[config.mk]
export PLATFORM = sky130hd
export DESIGN_NAME = vvs_queue
export DESIGN_NICKNAME = d
export VERILOG_FILES = /design/src/hdl/vvs_pkg.sv /design/src/hdl/vvs_queue.sv
export SDC_FILE = /design/constraint.sdc
export NUM_CORES = 1
export LEC_CHECK = 0
export BUFFER_PORTS_ARGS = -buffer_cell sky130_fd_sc_hd__buf_2
export CAP_MARGIN = 20
export CORE_AREA = 4 4 314 316
export CTS_BUF_LIST = sky130_fd_sc_hd__clkbuf_16
export CTS_CLUSTER_SIZE = 30
export DETAILED_ROUTE_END_ITERATION = 6
export DIE_AREA = 0 0 318 320
export GPL_TIMING_DRIVEN = 0
export PLACE_DENSITY = 0.75
export SLEW_MARGIN = 0
export SYNTH_ARGS = -nofsm -noshare
export SYNTH_HDL_FRONTEND = slang
export SYNTH_SLANG_ARGS = --single-unit
export TNS_END_PERCENT = 20
[constraint.sdc]
create_clock -name clk -period 8.47 [get_ports clk]
set_clock_uncertainty 0.05 [all_clocks]
set_input_delay 0.847 -clock clk [delete_from_list [all_inputs] [get_ports clk]]
set_output_delay 0.847 -clock clk [all_outputs]
set_load 0.01 [all_outputs]
[src/hdl/vvs_pkg.sv]
package vvs_pkg;

  localparam int FRAC_BITS = 16;
  localparam int QUEUE_DEPTH = 4;
  localparam int QUEUE_AW = $clog2(QUEUE_DEPTH);

  localparam logic [30:0] FIX_ONE = 31'(64'd1 << FRAC_BITS);

  localparam logic [1:0] KIND_POS   = 2'd0;
  localparam logic [1:0] KIND_VEL   = 2'd1;
  localparam logic [1:0] KIND_SCALE = 2'd2;

  localparam logic [1:0] REG_TIME_STEP      = 2'd0;
  localparam logic [1:0] REG_ACCEL_UNITS    = 2'd1;
  localparam logic [1:0] REG_VELOCITY_SCALE = 2'd2;

  localparam logic signed [63:0] S32_MAX = 64'sh0000_0000_7FFF_FFFF;
  localparam logic signed [63:0] S32_MIN = 64'shFFFF_FFFF_8000_0000;

  typedef logic signed [31:0] fix_t;
  typedef fix_t [2:0] vec3_t;

  typedef struct packed {
    logic [1:0]  kind;
    logic [9:0]  atom_index;
    fix_t        pos_x;
    fix_t        pos_y;
    fix_t        pos_z;
    fix_t        vel_x;
    fix_t        vel_y;
    fix_t        vel_z;
    fix_t        force_x;
    fix_t        force_y;
    fix_t        force_z;
    logic [30:0] inv_mass;
  } vvs_in_t;

  typedef struct packed {
    logic [9:0] out_index;
    fix_t       result_x;
    fix_t       result_y;
    fix_t       result_z;
    logic       saturated;
  } vvs_out_t;

  typedef struct packed {
    logic [30:0] time_step;
    logic [30:0] accel_units;
    logic [30:0] velocity_scale;
  } vvs_cfg_t;

  typedef struct packed {
    logic pos;
    logic vel;
    logic scale;
  } vvs_op_t;

  typedef struct packed {
    vvs_op_t     op;
    logic        idx_ok;
    logic [9:0]  atom_index;
    logic        ksat;
    logic [30:0] k;
    vec3_t       pos;
    vec3_t       vel;
    vec3_t       frc;
  } vvs_entry_t;

  // Returns {clipped, value}.
  function automatic logic [32:0] sat32(input logic signed [63:0] v);
    logic [32:0] r;
    if (v > S32_MAX) begin
      r = {1'b1, S32_MAX[31:0]};
    end else if (v < S32_MIN) begin
      r = {1'b1, S32_MIN[31:0]};
    end else begin
      r = {1'b0, v[31:0]};
    end
    return r;
  endfunction

  function automatic logic [32:0] add_sat(input fix_t a, input fix_t b);
    return sat32(64'(a) + 64'(b));
  endfunction

  // Exact product, round half up, then clip to 32 bits.
  function automatic logic [32:0] mul_rnd_sat(input fix_t a, input logic [30:0] b);
    logic signed [63:0] prod;
    logic signed [63:0] rnd;
    prod = 64'(a) * $signed({33'd0, b});
    rnd  = (prod + (64'sd1 <<< (FRAC_BITS - 1))) >>> FRAC_BITS;
    return sat32(rnd);
  endfunction

endpackage

[src/hdl/vvs_queue.sv]
module vvs_queue (
  input  logic                clk,
  input  logic                rst,
  input  logic                push_valid,
  output logic                push_ready,
  input  vvs_pkg::vvs_entry_t push_entry,
  output logic                pop_valid,
  input  logic                pop_ready,
  output vvs_pkg::vvs_entry_t pop_entry
);

  localparam int AW = vvs_pkg::QUEUE_AW;
  localparam int DEPTH = vvs_pkg::QUEUE_DEPTH;

  vvs_pkg::vvs_entry_t slots [DEPTH];
  logic [AW-1:0] wr_ptr;
  logic [AW-1:0] rd_ptr;
  logic [AW:0]   count;
  logic          push;
  logic          pop;

  assign push_ready = count != (AW+1)'(DEPTH);
  assign pop_valid  = count != '0;
  assign pop_entry  = slots[rd_ptr];
  assign push       = push_valid && push_ready;
  assign pop        = pop_valid && pop_ready;

  always_ff @(posedge clk) begin
    if (rst) begin
      wr_ptr <= '0;
      rd_ptr <= '0;
      count  <= '0;
    end else begin
      if (push) begin
        wr_ptr <= (wr_ptr == AW'(DEPTH - 1)) ? '0 : wr_ptr + 1'b1;
      end
      if (pop) begin
        rd_ptr <= (rd_ptr == AW'(DEPTH - 1)) ? '0 : rd_ptr + 1'b1;
      end
      count <= count + (AW+1)'(push) - (AW+1)'(pop);
    end
  end

  always_ff @(posedge clk) begin
    if (push) begin
      slots[wr_ptr] <= push_entry;
    end
  end

endmodule

* After elaboration in Yosys (flattened, before gate mapping)
Memory sizes are Yosys's and may differ from the RTL's. A register that Yosys moved wholly into a read port is not among the register bits.
Cells that the tools add are included.
** Operators by class
- $add $sub $neg :: 4
- $mul :: 0
- Divide/modulo/power cells :: 0
- $lt $le $gt $ge :: 0
- Equal/unequal tests :: 3
- Shift-type cells :: 0
- Muxes and demuxes :: 6
- Bitwise operators :: 0
- Reduce and logical (&&, ||, !) cells :: 3
** Operators with widths (number)
- 2-bit 2-to-1 mux :: 4
- 2-bit by 1-bit adder with 2-bit output, second input constant :: 2
- 2-bit equality test, second input constant :: 2
- 3-bit by 1-bit adder with 3-bit output :: 1
- 3-bit != test, second input constant :: 1
- 3-bit nonzero test :: 1
- 3-bit by 1-bit subtractor with 3-bit output :: 1
- 1-bit logical AND :: 2
- 1-bit 2-to-1 mux :: 2
** Word-level totals
- Bits in registers :: 7
- Latch bits :: 0
- RAM bits :: 1336
- Bits in read-only memories :: 0
- Input bits :: 338
- Word-level logic and storage cells :: 20
- Memories kept :: 1
** Memories
- slots :: depth 4, width 334, read ports 1, clocked after Yosys merged registers in 1, wr ports 1, line vvs_queue.sv:15 : vvs_pkg::vvs_entry_t slots [DEPTH];

* Depth between registers and ports, before layout
- Depth in word-level cells :: 4
- Depth in mapped cells :: 11
- Mapped depth without buffers :: 10

* Worst setup path before layout
Ideal clock, no wire load.
- Path kind :: input to register
- From :: input port push_valid
- To :: memory slots[2][0] (netlist bit) (enable)
- Library setup time :: 0.742 ns
- Arrival :: 8.486 ns
- Data required time :: 7.678 ns
- Setup slack :: -0.807 ns
- Cell stages on the path :: 1
- Path buffers :: 0
- Cell sequence :: and3_1
** Between the ends
- Longest elaborated chain between the ends :: 3
** Ends and longest elaborated chain
- from (decl) :: line vvs_queue.sv:4 : input logic push_valid,
- 1-bit logical AND :: line vvs_queue.sv:25 : assign push = push_valid && push_ready;
- 1-bit 2-to-1 mux :: line vvs_queue.sv:45 : if (push) begin
- 1-bit 2-to-1 mux (implied by the code) :: line vvs_queue.sv:46 : slots[wr_ptr] <= push_entry;
- to (decl) :: line vvs_queue.sv:15
No other way between the ends.

==> impl_metrics.toml <==
[outcome]
status = "complete, no violations"

[synthesis]
ys_top_cells_by_count = "edfxtp_1, mux4_2, buf_2, buf_6, clkbuf_1"
synth_nets = 2139
synth-edff-count = 1336
synth_area_per_cell_um2 = 27.1
seq_area_frac_synth_pct = 82.8
synth_ff_type = "edfxtp_1"
synth-seq-cells = 1345
yosys_warnings = 0
synth_area_leaders = "edfxtp_1, mux4_2, buf_6"
yosysUniqueCellTypes = 25
yosysMostFrequentCell = "edfxtp_1"
synth_top_area_share_pct = 82.4
synth_cells = 1793
yosysTopAreaCell = "edfxtp_1"
netlist_area_um2 = 48700
async_reset_ff_share_pct = 0

[die]
die-area_um2 = 102000
fp.dieH_um = 320
row_count = 114
start_util_pct = 50.7
ios = 674
die_x_um = 318
fp.coreArea_um2 = 96000

[clocking]
cts_resized = 0
hold_buffers = 0
htree_levels = 4
cts_tree = "done"
cts_root_buf = "clkbuf_16"
clk_pin_slew_ns = 0.06
clock_latency_ns = 0.72
cts_buffers = 134
cts_setup_buffers = 0
cts_sinks = 1345
clock_path_buffers = 3

[timing]
max_clock_freq_mhz = 239
rsz0062_at_grt = "false"
min_period_ns = 4.18
fin_crit_sh_pct = 49.4
worst_hold_slack_ns = 0.281
slew_violations = 0
final_hold_viol_count = 0
setup_viol = 0
tightestPinTransition_ns = 0.939
max_slew_margin_pct = 37.4

[placement]
io_buffers = 672
dp_hpwl_mm = 71.5
placed_area_um2 = 54300
gp_congestion = 0.775

[detailed_routing]
antenna_left = 0
drtIter0Drc = 1860
wl_met2_mm = 56.9
via_per_inst = 5.60
wl_met1_mm = 38.0
topRoutingLayerUsed = "met5"
wl_met3_mm = 8.24
drc = 0
route.vias.total = 22600
wirelength_mm = 108
routedWlPerCell_um = 26.8
first_pass_iters = 4

[critical_path]
crit_path_end_kind = "primary output"
crit_chain = "buf_2 -> clkbuf_1 -> buf_2 -> mux4_2 -> buf_2"
max_stage_delay_ns = 0.73
critPathKind = "register to primary output"
cpMaxStageDelayCell = "clkbuf_1"
crit_fanout = 10
arrival_ns = 3.28
critPathLaunchType = "register"
required_ns = 7.57
path_common_cell = "buf_2"

[layout]
syn_to_final_growth_pct = 20.8
nets = 2970
drive_above_1_share_pct = 47.1
final_area_um2 = 58800

[global_routing]
grt_overflow_total = 0
grt_pass1_wl_mm = 161
antenna_found_initial = 46
grt_max_degree = 60
track_usage_pct = 21.4
grt_pass1_vias = 24500

[pwr]
cellLeakagePower_nw = 19.7
p_per_area_nw_per_um2 = 309
ir_drop_uv = 257

[min_path]
holdCritPathClass = "primary input to register"

[flow_run]
cap_violations = 0
[final timing paths]
kind / startpoint / endpoint / slack, ns / cells after the start
min reg2reg: rd_ptr[0] / register / 0.45 / 2
min: push_entry[33] / slots[0][33] / 0.28 / 1
max: register / pop_entry[242] / 4.29 / 5
max reg2reg: count[1] / slots[3][333] / 5.11 / 6
[report_power, final]
group / internal, W / switching, W / total [W]
combinational: 0.00180 / 0.00223 / 0.00403
clock: 0.00340 / 0.00242 / 0.00582
sequential: 0.00815 / 0.000177 / 0.00833
[cell families (layout without fill, tap and decap cells)]
family	count (synthesis)	in the layout	synth area share (%)
multiplexers	336	336	15.5
adder cells (fa/ha/maj)	8	8	0.221
AND/OR/NAND/NOR	18	18	0.208
XOR/XNOR	1	1	0.0180
flip-flops	1345	1345	82.8
other	0	43	0
buffers and inverters	81	1012	1.18
AO/OA/AOI/OAI	4	4	0.0540
[per-stage QoR]
stage / setup WS (ns) / setup TNS, ns / total power (W) / utilization, % / std cells
finish: 4.29 / 0 / 0.0182 / 61.2 / 4043
global route: 4.11 / 0 / 0.0189 / 61.2 / 4031
global placement: -6.32 / -6259.34 / 0.0127 / 55.9 / 3741
detailed placement: 4.98 / 0 / 0.0125 / 56.5 / 3764
CTS: 4.13 / 0 / 0.0184 / 61.1 / 4000
floorplan: -0.775 / -776.69 / 0.0110 / - / 1793
[cells in the final DEF (no fill, tap or decap), types with 23 or more instances in the layout]
cell / instances
mux4_2: 334
diode_2: 43
buf_16: 23
inv_1: 25
buf_2: 705
clkinv_1: 30
clkbuf_16: 136
buf_6: 29
edfxtp_1: 1336
[layout make-up]
| class | instances | area, um^2 |
|---|---|---|
| Sequential cell | 1345 | 40300 |
| Inverter | 5 | 18.8 |
| Antenna cell | 43 | 108 |
| Clock inverter | 100 | 988 |
| Fill cell | 6322 | 37200 |
| Clock buffer | 136 | 3400 |
| Tap cell | 1276 | 1600 |
| Buffer | 76 | 556 |
| Timing Repair Buffer | 695 | 4000 |
| Multi-Input combinational cell | 367 | 7810 |
[registers in the layout, indices dropped and copies added (netlist names), named ones only]
signal / cells
count: 3
wr_ptr: 2
slots: 1336
rd_ptr: 2
[per-layer routing]
metal,GRT usage (%),vias to the layer above
met5,0,-
met4,11.1,10
met3,6.43,253
met2,36.1,899
met1,25.2,11900
li1,-,9583
[critical path, delay by kind of cell, from the launching register on]
| kind | cells | cell delay [ns] |
|---|---|---|
| buffers and inverters | 4 | 1.82 |
| DFF | 1 | 0.30 |
| muxes | 1 | 0.41 |
Note: power is estimated with default switching activity, not from simulation.
