[src/hdl/vvs_pkg.sv]
package vvs_pkg;

  localparam int FRAC_BITS = 16;
  localparam int QUEUE_DEPTH = 4;
  localparam int QUEUE_AW = $clog2(QUEUE_DEPTH);

  localparam logic [30:0] FIX_ONE = 31'(64'd1 << FRAC_BITS);

  localparam logic [1:0] KIND_POS   = 2'd0;
  localparam logic [1:0] KIND_VEL   = 2'd1;
  localparam logic [1:0] KIND_SCALE = 2'd2;

  localparam logic [1:0] REG_TIME_STEP      = 2'd0;
  localparam logic [1:0] REG_ACCEL_UNITS    = 2'd1;
  localparam logic [1:0] REG_VELOCITY_SCALE = 2'd2;

  localparam logic signed [63:0] S32_MAX = 64'sh0000_0000_7FFF_FFFF;
  localparam logic signed [63:0] S32_MIN = 64'shFFFF_FFFF_8000_0000;

  typedef logic signed [31:0] fix_t;
  typedef fix_t [2:0] vec3_t;

  typedef struct packed {
    logic [1:0]  kind;
    logic [9:0]  atom_index;
    fix_t        pos_x;
    fix_t        pos_y;
    fix_t        pos_z;
    fix_t        vel_x;
    fix_t        vel_y;
    fix_t        vel_z;
    fix_t        force_x;
    fix_t        force_y;
    fix_t        force_z;
    logic [30:0] inv_mass;
  } vvs_in_t;

  typedef struct packed {
    logic [9:0] out_index;
    fix_t       result_x;
    fix_t       result_y;
    fix_t       result_z;
    logic       saturated;
  } vvs_out_t;

  typedef struct packed {
    logic [30:0] time_step;
    logic [30:0] accel_units;
    logic [30:0] velocity_scale;
  } vvs_cfg_t;

  typedef struct packed {
    logic pos;
    logic vel;
    logic scale;
  } vvs_op_t;

  typedef struct packed {
    vvs_op_t     op;
    logic        idx_ok;
    logic [9:0]  atom_index;
    logic        ksat;
    logic [30:0] k;
    vec3_t       pos;
    vec3_t       vel;
    vec3_t       frc;
  } vvs_entry_t;

  // Returns {clipped, value}.
  function automatic logic [32:0] sat32(input logic signed [63:0] v);
    logic [32:0] r;
    if (v > S32_MAX) begin
      r = {1'b1, S32_MAX[31:0]};
    end else if (v < S32_MIN) begin
      r = {1'b1, S32_MIN[31:0]};
    end else begin
      r = {1'b0, v[31:0]};
    end
    return r;
  endfunction

  function automatic logic [32:0] add_sat(input fix_t a, input fix_t b);
    return sat32(64'(a) + 64'(b));
  endfunction

  // Exact product, round half up, then clip to 32 bits.
  function automatic logic [32:0] mul_rnd_sat(input fix_t a, input logic [30:0] b);
    logic signed [63:0] prod;
    logic signed [63:0] rnd;
    prod = 64'(a) * $signed({33'd0, b});
    rnd  = (prod + (64'sd1 <<< (FRAC_BITS - 1))) >>> FRAC_BITS;
    return sat32(rnd);
  endfunction

endpackage

[src/hdl/vvs_front.sv]
module vvs_front #(
  parameter int MAX_ATOMS = 1024
) (
  input  logic                clk,
  input  logic                rst,
  input  logic                in_valid,
  output logic                in_ready,
  input  vvs_pkg::vvs_in_t    in_data,
  input  logic [30:0]         accel_units,
  output logic                q_valid,
  input  logic                q_ready,
  output vvs_pkg::vvs_entry_t q_entry
);

  logic             hold_valid;
  vvs_pkg::vvs_in_t hold;

  logic [61:0] kprod;
  logic [62:0] kround;

  assign in_ready = !hold_valid || q_ready;
  assign q_valid  = hold_valid;

  always_ff @(posedge clk) begin
    if (rst) begin
      hold_valid <= 1'b0;
    end else if (in_ready) begin
      hold_valid <= in_valid;
    end
  end

  always_ff @(posedge clk) begin
    if (in_valid && in_ready) begin
      hold <= in_data;
    end
  end

  always_comb begin
    q_entry.op = '0;
    unique case (hold.kind)
      vvs_pkg::KIND_POS:   q_entry.op.pos = 1'b1;
      vvs_pkg::KIND_VEL:   q_entry.op.vel = 1'b1;
      vvs_pkg::KIND_SCALE: q_entry.op.scale = 1'b1;
      default:             q_entry.op = '0;
    endcase

    // Per-atom factor inv_mass * accel_units, kept non-negative in 31 bits.
    kprod  = 62'(hold.inv_mass) * 62'(accel_units);
    kround = ({1'b0, kprod} + (63'd1 << (vvs_pkg::FRAC_BITS - 1))) >> vvs_pkg::FRAC_BITS;

    q_entry.ksat       = |kround[62:31];
    q_entry.k          = q_entry.ksat ? '1 : kround[30:0];
    q_entry.idx_ok     = 32'(hold.atom_index) < 32'(MAX_ATOMS);
    q_entry.atom_index = hold.atom_index;
    q_entry.pos        = {hold.pos_z, hold.pos_y, hold.pos_x};
    q_entry.vel        = {hold.vel_z, hold.vel_y, hold.vel_x};
    q_entry.frc        = {hold.force_z, hold.force_y, hold.force_x};
  end

endmodule

[config.mk]
export PLATFORM = sky130hd
export DESIGN_NAME = vvs_front
export DESIGN_NICKNAME = d
export VERILOG_FILES = /design/src/hdl/vvs_pkg.sv /design/src/hdl/vvs_front.sv
export SDC_FILE = /design/constraint.sdc
export NUM_CORES = 2
export LEC_CHECK = 0
export BUFFER_PORTS_ARGS = -buffer_cell sky130_fd_sc_hd__buf_2
export CORE_ASPECT_RATIO = 1.1
export CORE_MARGIN = 1.5
export CORE_UTILIZATION = 54
export DETAILED_ROUTE_END_ITERATION = 10
export HOLD_SLACK_MARGIN = 0.1
export PLACE_DENSITY = 0.85
export SLEW_MARGIN = 20
export SYNTH_ARGS = -nofsm -noshare
export SYNTH_HDL_FRONTEND = slang
export SYNTH_SLANG_ARGS = --single-unit
[constraint.sdc]
create_clock -name clk -period 10.05 [get_ports clk]
set_clock_uncertainty 0.2 [all_clocks]
set_input_delay 1.005 -clock clk [delete_from_list [all_inputs] [get_ports clk]]
set_output_delay 1.005 -clock clk [all_outputs]
set_load 0.01 [all_outputs]
# Word-level counts from Yosys, hierarchy flattened
# Index checks and enable logic that the tools add are counted.
[op_classes]
add_sub_neg = 1
multipliers = 1
n_eq_ne = 2
mux = 4
n_reduce_logical = 5
[op_table]
columns = ["operator", "count"]
rows = [
  ["adder 62 x 16 -> 63 bit, second input constant", 1],
  ["multiplier 31 x 31 -> 62 bit", 1],
  ["two-way mux 31 bit", 1],
  ["OR reduction 16 bit", 1],
  ["two-way mux 1 bit", 3],
  ["== test 2 x 1 -> 1 bit, second input constant", 1],
  ["== test 2 bit, second input constant", 1],
  ["logical NOT 2 bit", 1],
  ["logical AND 1 bit", 1],
  ["logical NOT 1 bit", 1],
  ["logical OR 1 bit", 1],
]
[totals]
reg_bits = 332
inputBits = 366
output_inout_bits = 336
word_cells = 26

# Logic depth before layout (Yosys ltp)
[depth]
depth_word = 4
ltp_mapped = 31
mapped_depth_nobuf = 28

# Worst setup path before layout
# Ideal clock, no wire load.
[synth_timing]
path_kind = "input port to flip-flop"
from = "in q_ready"
to = "reg hold[0] (netlist bit), enable pin"
setup_ns = 0.737
arrival_ns = 8.731
required_time_ns = 9.113
path_slack_ns = 0.382
stages = 2
n_path_buf = 0
cell_sequence = "nand2b_1 and2_1"
[synth_via]
elab_chain_cells = 2
[synth_rtl]
columns = ["element", "line_no", "text"]
rows = [
  ["from (decl)", "vvs_front.sv:11", "input logic q_ready,"],
  ["logical OR 1 bit", "vvs_front.sv:21", "assign in_ready = !hold_valid || q_ready;"],
  ["logical AND 1 bit", "vvs_front.sv:33", "if (in_valid && in_ready) begin"],
  ["to (signal assigned)", "vvs_front.sv:34", "hold <= in_data;"],
  ["to (decl)", "vvs_front.sv:16", "vvs_pkg::vvs_in_t hold;"],
]
# No other way between the ends.
# A chain may end at the register's enable or synchronous reset.

==> results.md <==
* Status: finished, final reports clean
* Area growth syn-to-layout at 13.9%
* Design area at between 0.05 and 0.06 mm2
* Rel. slew slack at 26.7%
* Nets at 6386
* Post-synth EDFFs at 331
* Synthesized area per cell at a little over 10 um2
* Clock root cell: clkbuf_16
* Crit share post-route at 100%
* Non-filler cells, final at approximately 6100
* Largest net degree at the start of global routing at 170
* Max Cap Viol at 0
* Final Util at 62.1%
* Cell area after synthesis at 0.0455 mm2
* Post-Syn Nets at 5909
* CP max FO at 8
* Top_reg_cell synth: edfxtp_1
* Hold slack at 384 ps
* Sequential area share after synthesis at 21.9%
* Synth Instances at 4419
* Asr flop ratio synth at 0%
* CTS tree: built
* Critical path class: register to output pin
* #FFs+latches synth at 332
* Crit path time final at around 10000 ps
* Crit path launch type: register
* Post-synthesis xor/xnor area fraction at 0.750%
* IO Pins at 702
* Worst r2r src: q_valid$_SDFFE_PP0N_
* DRT Wirelength at 160 mm
* Number of DRC markers in iteration 0 at 2933
* PortBufs at 700
* ANT nets after route at 0
* Clk_lat worst skew at 580 ps
* Adder-cell share of the synthesized area at 44.7%
* Worst path top cell family by delay: adder cells
* Critical Path Source: hold[17]$_DFFE_PP_
* Finish-stage setup viols at 0
* Core footprint at 0.0835 mm2
* Via/cell ratio at 5.49
* Max-slew violations at 0
* Clock transition at path regs at 70 ps
* Vias in the first global route at approximately 35000
* Initial antenna violation count at 91
* CTS Sinks at ~330
* Worst path required time at 8850 ps
* Setup crit end: q_entry[304]
* Routed wire per std cell at 26.2 um
* Clock Path Buffers at 3
* Gp weighted congestion at 1.01
* Synthesis Warnings at 0
* Stages on worst setup path at 32
* Max incr delay on CP at 530 ps
* Most frequent cells in the layout: inv_1 (953), fa_1 (831), buf_2 (664)
* Fin. Hold Viols at 0
* Cells on worst reg2reg path at 5
* Synth Area in Simple Gates at 14.4%
* First-pass DRT Iterations at 6
* Die width at 280 um
* Commonest non-fill, non-tap cell in the layout: inv_1
* FMAX at 99.5 MHz
* Placement Cell Area at 0.0487 mm2
* Die Y at approximately 310 um
* Detail Placement HPWL at 135 mm
* Least-Margin Pin Slew at 1100 ps
* Synth unique cells at 76
* Compound-Gate Fraction of Synth Area at 3.21%
* Top cell by count, worst path: fa_1
* Routed via count at 33500
* DP Cell Count at roughly 5900
* Die ar. at 0.0860 mm2
* Slowest CP cell: fa_2
* Setup crit end kind: output pin
* RR Endpoint: hold[7]$_DFFE_PP_
* RSZ-0062 raised after global routing: yes
* Main combinational cell family by area after synthesis: adder cells
* All-Layer GR Usage at 37.5%
* GR Overflow Total at 0
* Residual DRC count at 0
* Starting density of the core at 54.5%
* Num CTS Buffers at 38
* Reg2Reg Setup Slack at approximately 6700 ps
* Share of cells above drive strength 1 at 23.1%
* Worst Hold Class: input port to register
* # rows at 111
* Fillers at roughly 6500
* Critical path arrival at slightly below 9000 ps
* CTS HTree Levels at 2
* First-pass GRT wire length at 230 mm
* Mux share of post-synthesis cell area at 0.157%
* CP bufs+invs at 13
[per-stage QoR]
| step | TNS [ps] | setup slack (ps) |
|---|---|---|
| 4_1_cts | -66.8 | -10.9 |
| 5_1_grt | -5220 | -203 |
| 3_3_place_gp | -5120 | -178 |
| 6_report | 0 | 2.30 |
| 2_1_floorplan | 0 | 382 |
| 3_5_place_dp | -8150 | -275 |
[final cells by class]
type	instances	area, um2	share of cell area [%]
inverters	961	3610	6.96
repair buffers	961	6200	12.0
clock inverters	22	279	0.538
multi-input cells	2602	29200	56.4
clock buffers	47	1040	2.00
well taps	1130	1410	2.73
diodes	47	118	0.227
flip-flops and latches	332	9960	19.2
[synthesized netlist by cell type (all sizes together), types with 21 or more instances]
cell    number  share of area, %
inv        961               7.9
fa         839                37
and2       615               8.5
nand2      418               3.4
edfxtp     331                22
buf        325               5.3
ha         285               7.8
clkbuf     199               1.6
a21oi       78              0.92
o21ai       48              0.54
nor2        45              0.37
nand3       36              0.68
nand4       30              0.43
xnor2       23              0.44
o21a        21              0.35
[sequential cells by signal, indices dropped and copies added, names as in the netlist]
| signal | count |
|---|---|
| hold | 33 |
| q_entry | 298 |
| q_valid | 1 |
[layer usage]
layer | routed length, um | vias to the layer above | share of wire, % | GRT usage, %
met4 | 11700 | 24 | 7.3 | 22.6
met2 | 76500 | 1908 | 48 | 61.2
li1 | - | 14000 | - | -
met1 | 53900 | 17000 | 34 | 42.7
met5 | 155 | - | 0.097 | 0
met3 | 17400 | 577 | 11 | 12.7
[timing repair]
item,4_1_cts,5_1_grt
cloned,4,3
endpoints found under the setup margin,32,32
hold buffers,0,0
buffers inserted,64,12
gates resized for setup,65,88
pin swaps,18,40
[cell families after synthesis]
logic type / Yosys count
muxes: 7
adders and majority gates: 1124
DFF: 332
and+or+nand+nor: 1208
buffers and inverters: 1485
xor gates and xnor gates: 39
other: 1
AOI/OAI and AO/OA: 223
[worst min path at each step]
stage                                     from                      to  slack, ps  depth (start not counted)
final                             in_data[146]  q_entry[179]$_DFFE_PP_        380                          1
after detailed placement  q_valid$_SDFFE_PP0N_    q_valid$_SDFFE_PP0N_        490                          3
after floorplan           q_valid$_SDFFE_PP0N_    q_valid$_SDFFE_PP0N_        390                          2
after global routing               in_data[49]   q_entry[82]$_DFFE_PP_        370                          1
after global placement    q_valid$_SDFFE_PP0N_    q_valid$_SDFFE_PP0N_        470                          3
after CTS                          in_data[49]   q_entry[82]$_DFFE_PP_        360                          1
Power is not shown: default switching activity piles up to over one toggle a cycle in this logic, so the estimate is an artifact.
